File: config.mk
export PLATFORM = sky130hd
export DESIGN_NAME = pwl_delay
export DESIGN_NICKNAME = d
export VERILOG_FILES = /design/src/design/pwl_delay.sv
export SDC_FILE = /design/constraint.sdc
export NUM_CORES = 1
export LEC_CHECK = 0
export BUFFER_PORTS_ARGS = -buffer_cell sky130_fd_sc_hd__buf_2
export CORE_MARGIN = 4
export CORE_UTILIZATION = 27
export CTS_CLUSTER_DIAMETER = 40
export DETAILED_ROUTE_END_ITERATION = 8
export SLEW_MARGIN = 40
export SYNTH_ARGS = -nofsm -noshare
export SYNTH_HDL_FRONTEND = slang
export SYNTH_SLANG_ARGS = --single-unit
File: constraint.sdc
create_clock -name clk -period 2.5 [get_ports clk]
set_input_delay 0.75 -clock clk [delete_from_list [all_inputs] [get_ports clk]]
set_output_delay 0.75 -clock clk [all_outputs]
set_load 0.03 [all_outputs]
File: src/design/pwl_delay.sv
`default_nettype none
module pwl_delay #(
  parameter int DEPTH = 47,
  parameter int W     = 8
) (
  input  wire logic         clk,
  input  wire logic         rst,
  input  wire logic         en,
  input  wire logic         in_valid,
  input  wire logic [W-1:0] in_data,
  output logic              out_valid,
  output logic      [W-1:0] out_data
);

  logic [DEPTH-1:0] vld;
  logic [W-1:0]     data [DEPTH];

  always_ff @(posedge clk) begin
    if (rst) begin
      vld <= '0;
    end else if (en) begin
      vld <= {vld[DEPTH-2:0], in_valid};
    end
  end

  always_ff @(posedge clk) begin
    if (en) begin
      data[0] <= in_data;
      for (int i = 1; i < DEPTH; i++) begin
        data[i] <= data[i-1];
      end
    end
  end

  assign out_valid = vld[DEPTH-1];
  assign out_data  = data[DEPTH-1];

endmodule
`default_nettype wire

**Word-level counts from Yosys, hierarchy flattened**

Memories as Yosys holds them, arrays and structs flattened.
Index checks and enable logic that the tools add are counted.

- Bits of input ports: 12
- Word-level logic and storage cells: 4
- Memories: 1
- Register bits: 47
- Output and inout port bits: 9
- Bits in writable memories: 376

Memory list:

| name | depth | width | read ports | clocked after memory_dff | wr ports | line | RTL |
|---|---|---|---|---|---|---|---|
| data | 47 | 8 | 47 | 0 | 47 | 16 | `logic [W-1:0] data [DEPTH];` |

- Muxes and demuxes: 2

Operators by type and width:

| operator | number |
|---|---|
| 1-bit 2-to-1 mux | 2 |

**Logic depth before layout (Yosys ltp)**

Gate-level depths: netlist of the first run.

- Depth in word-level cells: 2
- Mapped depth: 4
- Depth with buffers taken out: 2

**Worst setup path after synthesis of the first run**

Ideal clock, no wire load.

- Kind: input to register
- Start point: input port en
- End point: register vld[15]
- Library setup time: 0.128 ns
- Data arrival time: 1.260 ns
- Stages: 4
- Data required time: 2.372 ns
- Path slack: 1.113 ns
- Path buffers: 2
- Cell sequence: buf_6 buf_12 mux2i_1 nor2_1

RTL lines:

| item | line | RTL |
|---|---|---|
| start, declared | 8 | `input wire logic en,` |
| end signal, assigned | 22 | `vld <= {vld[DEPTH-2:0], in_valid};` |
| end, declared | 15 | `logic [DEPTH-1:0] vld;` |

==> reports/results.txt, run 1 <==
status -> finished clean
Placed Area -> 13910 um2
die area -> 51640 um2
worst reg2reg endpoint -> data[17][3]
CP endpoint kind -> output port
HP Start -> in_data[4]
Period minus WS final -> 1816 ps
critical path's largest stage delay -> 360 ps
crit-path max FO -> 1
post-DP HPWL -> 6.187 mm
final setup fails -> 0
# DRC -> 0
PortBufs -> 20
vias per std cell -> 3.720
Final Hold Viols -> 0
Synth Net Count -> 539
layout cell share with drive strength beyond 1 -> 15.02%
synthesized instance count -> 527
Slew @ Worst Pin -> 481.3 ps
drt pass-1 iters -> 5
global route total overflow -> 0
CORE AREA -> 47650 um2
post-cts sizing count -> 0
Worst Path Required -> 1750 ps
r2r worst-path depth -> 0
Yosys reg bits -> 423
Max clock buf depth -> 3
Initial Util -> 27.24%
top-area cell type share of the netlist area -> 87.00%
Arr. time, crit path -> 1070 ps
fmax -> 550.8 MHz
WL/cell -> 10.96 um
most frequent standard cell in the layout excluding fill and tap cells -> edfxtp_1
vias in the first global route -> 4519
maximum VDD drop -> 0.5993 mV
Setup CP Type -> reg -> out
CTS tree -> yes
cell breakdown of the critical path -> buf_2
Die Y -> 227.2 um
synth unique cells -> 10
worst flop-to-flop path startpoint -> data[16][3]
CTS sink count -> 423
drt initial violations -> 344
Yosys warnings -> 0
Slowest-stage cell, CP -> edfxtp_1
post-route ant nets -> 0
Setup TNS -> 0 ps
Final nets -> 606
Yosys top cell by area -> edfxtp_1
I/O pins -> 21
Tot GR Track Use -> 5.389%
worst path bufs/invs -> 1
synth top area cells -> edfxtp_1, dfxtp_1, mux2i_1, nor2_1, buf_12
hold crit path type -> in -> reg
Worst Clk Skew -> 13.73 ps
reg2reg setup slack -> 1850 ps
via count -> 4617
Clock Latency Late Sink -> 540 ps
Tot Pwr -> 14.26 mW
filler cell count -> 4515
synthesis-to-layout area growth -> 17.36%
Worst-path clk slew -> 60 ps
worst hold slack -> 382.0 ps
die width -> 227.2 um
final WL -> 13.61 mm
fin area -> 15230 um2
Final GP Congestion -> 0.6426
CTS buffer count -> 43
first-pass GRT wire length -> 23.24 mm
most frequent cells in the layout -> edfxtp_1, mux2i_1, nor2_1, dfxtp_1, clkbuf_16
Tcrit/Tclk final -> 72.62%
setup ws final -> 684.4 ps
largest net degree at the start of global routing -> 64
Place WS -> 565.9 ps
hold_buf cts -> 0
Top delay family on crit path -> flip-flops
RSZ-0062 raised after global routing -> no
H-tree Lvls -> 2
Post-CTS Setup Repair Bufs -> 0
Mapped Area -> 12980 um2
Slew Viols, Final -> 0
sequential share of the synthesized area -> 94.25%
startpoint types -> register
Power Dens Cells -> 936.1 nW/um2
clock root buffer -> clkbuf_16
cell row count -> 80
number of max-cap violations -> 0
Hold Crit Endpoint -> data[0][4]
hold depth -> 1
number of diodes -> 0
Lkg Pwr -> 5.208 nW
initial antenna violation count -> 0
Mapped Avg Cell Area -> 24.63 um2
Slew headroom -> 67.91%
## cell type report
cell class	instances	area, um2	share of cell area (%)
flip-flops and latches	423	12230	80.31
clock buffers	54	1117	7.336
well taps	615	769.5	5.052
multi-input cells	94	646.9	4.247
repair buffers	32	265.3	1.742
clock inverters	23	200.2	1.314
## state kept, by name, indices dropped and copies added (netlist names)
name,count
vld,47
data,376
## worst max-delay path by stage
stage / start / end / slack, ps / cells past startpoint
CTS: data[46][2] / out_data[2] / 630 / 1
global route: data[46][2] / out_data[2] / 610 / 1
global placement: en / vld[7] / 610 / 4
floorplan: en / vld[15] / 1110 / 4
detailed placement: en / vld[12] / 570 / 4
finish: data[46][2] / out_data[2] / 680 / 1
## kinds of logic after synthesis
family | count (synthesis) | share of synthesized area, %
flops | 423 | 94.25
mux | 47 | 3.625
simple gates | 47 | 1.359
buf+inv | 10 | 0.7617
## metal layers
metal	up-vias	global-route usage, %	share of wire (%)
met4	0	2.381	2.8
met5	-	0	0
met3	39	2.218	6.1
met1	2307	7.741	50
li1	2193	-	-
met2	78	7.129	41
## synth_stat cells (all sizes together)
cell	number
edfxtp	376
dfxtp	47
mux2i	47
nor2	47
buf	8
clkbuf	2
## power by group
group	leakage, nW	switching, mW	internal, mW
Sequential	4.06	0.0838	8.09
Combinational	0.506	0.162	0.0508
Clock	0.643	2.55	3.32
## metrics by stage
step | cells | utilization [%]
after floorplan | 527 | -
after global placement | 1164 | 29.20
after detailed placement | 1164 | 29.20
after CTS | 1241 | 31.96
after global routing | 1241 | 31.97
final | 1241 | 31.97
(Power assumes the default switching activity.)
==> run 2: changes to the inputs <==
==> constraint.sdc (replaced) <==
create_clock -name clk -period 1.89 [get_ports clk]
set_input_delay 0.567 -clock clk [delete_from_list [all_inputs] [get_ports clk]]
set_output_delay 0.567 -clock clk [all_outputs]
set_load 0.03 [all_outputs]
==> reports/results.txt, run 2 (same netlist as run 1, synthesis figures left out) <==
CTS buffer count -> 42
Max clock buf depth -> 3
Slew @ Worst Pin -> 491.3 ps
Tcrit/Tclk final -> 86.69%
layout cell share with drive strength beyond 1 -> 13.64%
cell row count -> 80
clock root buffer -> clkbuf_16
Final GP Congestion -> 0.6148
max reg flops -> 376
Clock Latency Late Sink -> 550 ps
CP endpoint kind -> output port
Slew headroom -> 67.25%
synthesis-to-layout area growth -> 17.62%
critical path's largest stage delay -> 350 ps
Power Dens Cells -> 1250 nW/um2
status -> finished clean
Setup CP Type -> reg -> out
Tot GR Track Use -> 5.554%
Period minus WS final -> 1638 ps
vias in the first global route -> 4614
post-cts sizing count -> 0
Placed Area -> 13910 um2
most flop-heavy register -> data
Largest regs -> data: 376 flops, vld: 47 flops
vias per std cell -> 3.694
PortBufs -> 20
most frequent cells in the layout -> edfxtp_1, mux2i_1, nor2_1, dfxtp_1, clkbuf_16
Setup TNS -> 0 ps
drt initial violations -> 281
drt pass-1 iters -> 4
maximum VDD drop -> 0.6511 mV
CTS tree -> yes
CTS sink count -> 423
crit-path max FO -> 1
most frequent standard cell in the layout excluding fill and tap cells -> edfxtp_1
initial antenna violation count -> 0
largest net degree at the start of global routing -> 82
fin area -> 15260 um2
Slowest-stage cell, CP -> edfxtp_1
Post-Layout Cell Count -> 1238
WL/cell -> 11.29 um
global route total overflow -> 0
number of max-cap violations -> 0
Finished Core Util -> 32.04%
first-pass GRT wire length -> 23.66 mm
Final Hold Viols -> 0
Lkg Pwr -> 5.211 nW
cell breakdown of the critical path -> buf_2
placed insts -> 1162
CORE AREA -> 47650 um2
Place WS -> 346.7 ps
Die Y -> 227.2 um
Worst Path Required -> 1320 ps
via count -> 4573
post-route ant nets -> 0
final setup fails -> 0
startpoint types -> register
Final nets -> 603
die area -> 51640 um2
H-tree Lvls -> 2
final WL -> 13.98 mm
RSZ-0062 raised after global routing -> no
Top delay family on crit path -> flip-flops
post-DP HPWL -> 6.517 mm
die width -> 227.2 um
setup ws final -> 251.6 ps
fmax -> 610.4 MHz
# DRC -> 0
number of diodes -> 0
Arr. time, crit path -> 1070 ps
hold_buf cts -> 0
Slew Viols, Final -> 0
worst path bufs/invs -> 1
Worst Clk Skew -> 26.62 ps
I/O pins -> 21
Worst-path clk slew -> 60 ps
Post-CTS Setup Repair Bufs -> 0
hold crit path type -> in -> reg
Initial Util -> 27.24%
[run 2: cell types whose count changed in the layout (fill, tap and decap cells not counted), moves of 2 or more]
cell and change:
clkinv_2 -6, clkinv_1 +8, clkinv_4 -3, buf_4 -4
clkinv_8 +3, clkbuf_1 -2, inv_6 -2, bufinv_16 +2
[run 2: through the flow]
step | power, mW | hold slack, ps
3_5_place_dp | 11.31 | 404.5
4_1_cts | 19.44 | 148.3
2_1_floorplan | 11.06 | 400.3
3_3_place_gp | 11.27 | 404.2
5_1_grt | 19.90 | 149.2
6_report | 19.08 | 189.5
[run 2: layout make-up]
type / instances / area, um2
clock buffers: 52 / 1099
clock inverters: 24 / 257.7
fillers: 4482 / 32380
multi-input cells: 94 / 646.9
flip-flops and latches: 423 / 12230
well taps: 615 / 769.5
repair buffers: 30 / 260.3
[run 2: power by group]
part / switching (mW) / leakage, nW / internal (mW)
Combinational: 0.217 / 0.500 / 0.0680
Clock: 3.37 / 0.652 / 4.60
Sequential: 0.112 / 4.06 / 10.7
Total: 3.70 / 5.21 / 15.4
[run 2: layer usage]
layer | vias to the layer above | share of wire [%] | global-route usage [%]
met5 | - | 0 | 0
met4 | 0 | 2.9 | 2.362
met3 | 35 | 5.9 | 2.231
met2 | 74 | 41 | 7.593
met1 | 2293 | 50 | 7.838
li1 | 2171 | - | -
[run 2: path summary, 6_finish.rpt]
check / slack [ps] / from / cells past startpoint / to
setup / recovery: 250 / data[46][3] / 1 / out_data[3]
hold / removal: 190 / in_data[4] / 1 / data[0][4]
setup reg to reg: 1230 / data[19][1] / 0 / data[20][1]
hold reg to reg: 400 / data[23][5] / 0 / data[24][5]
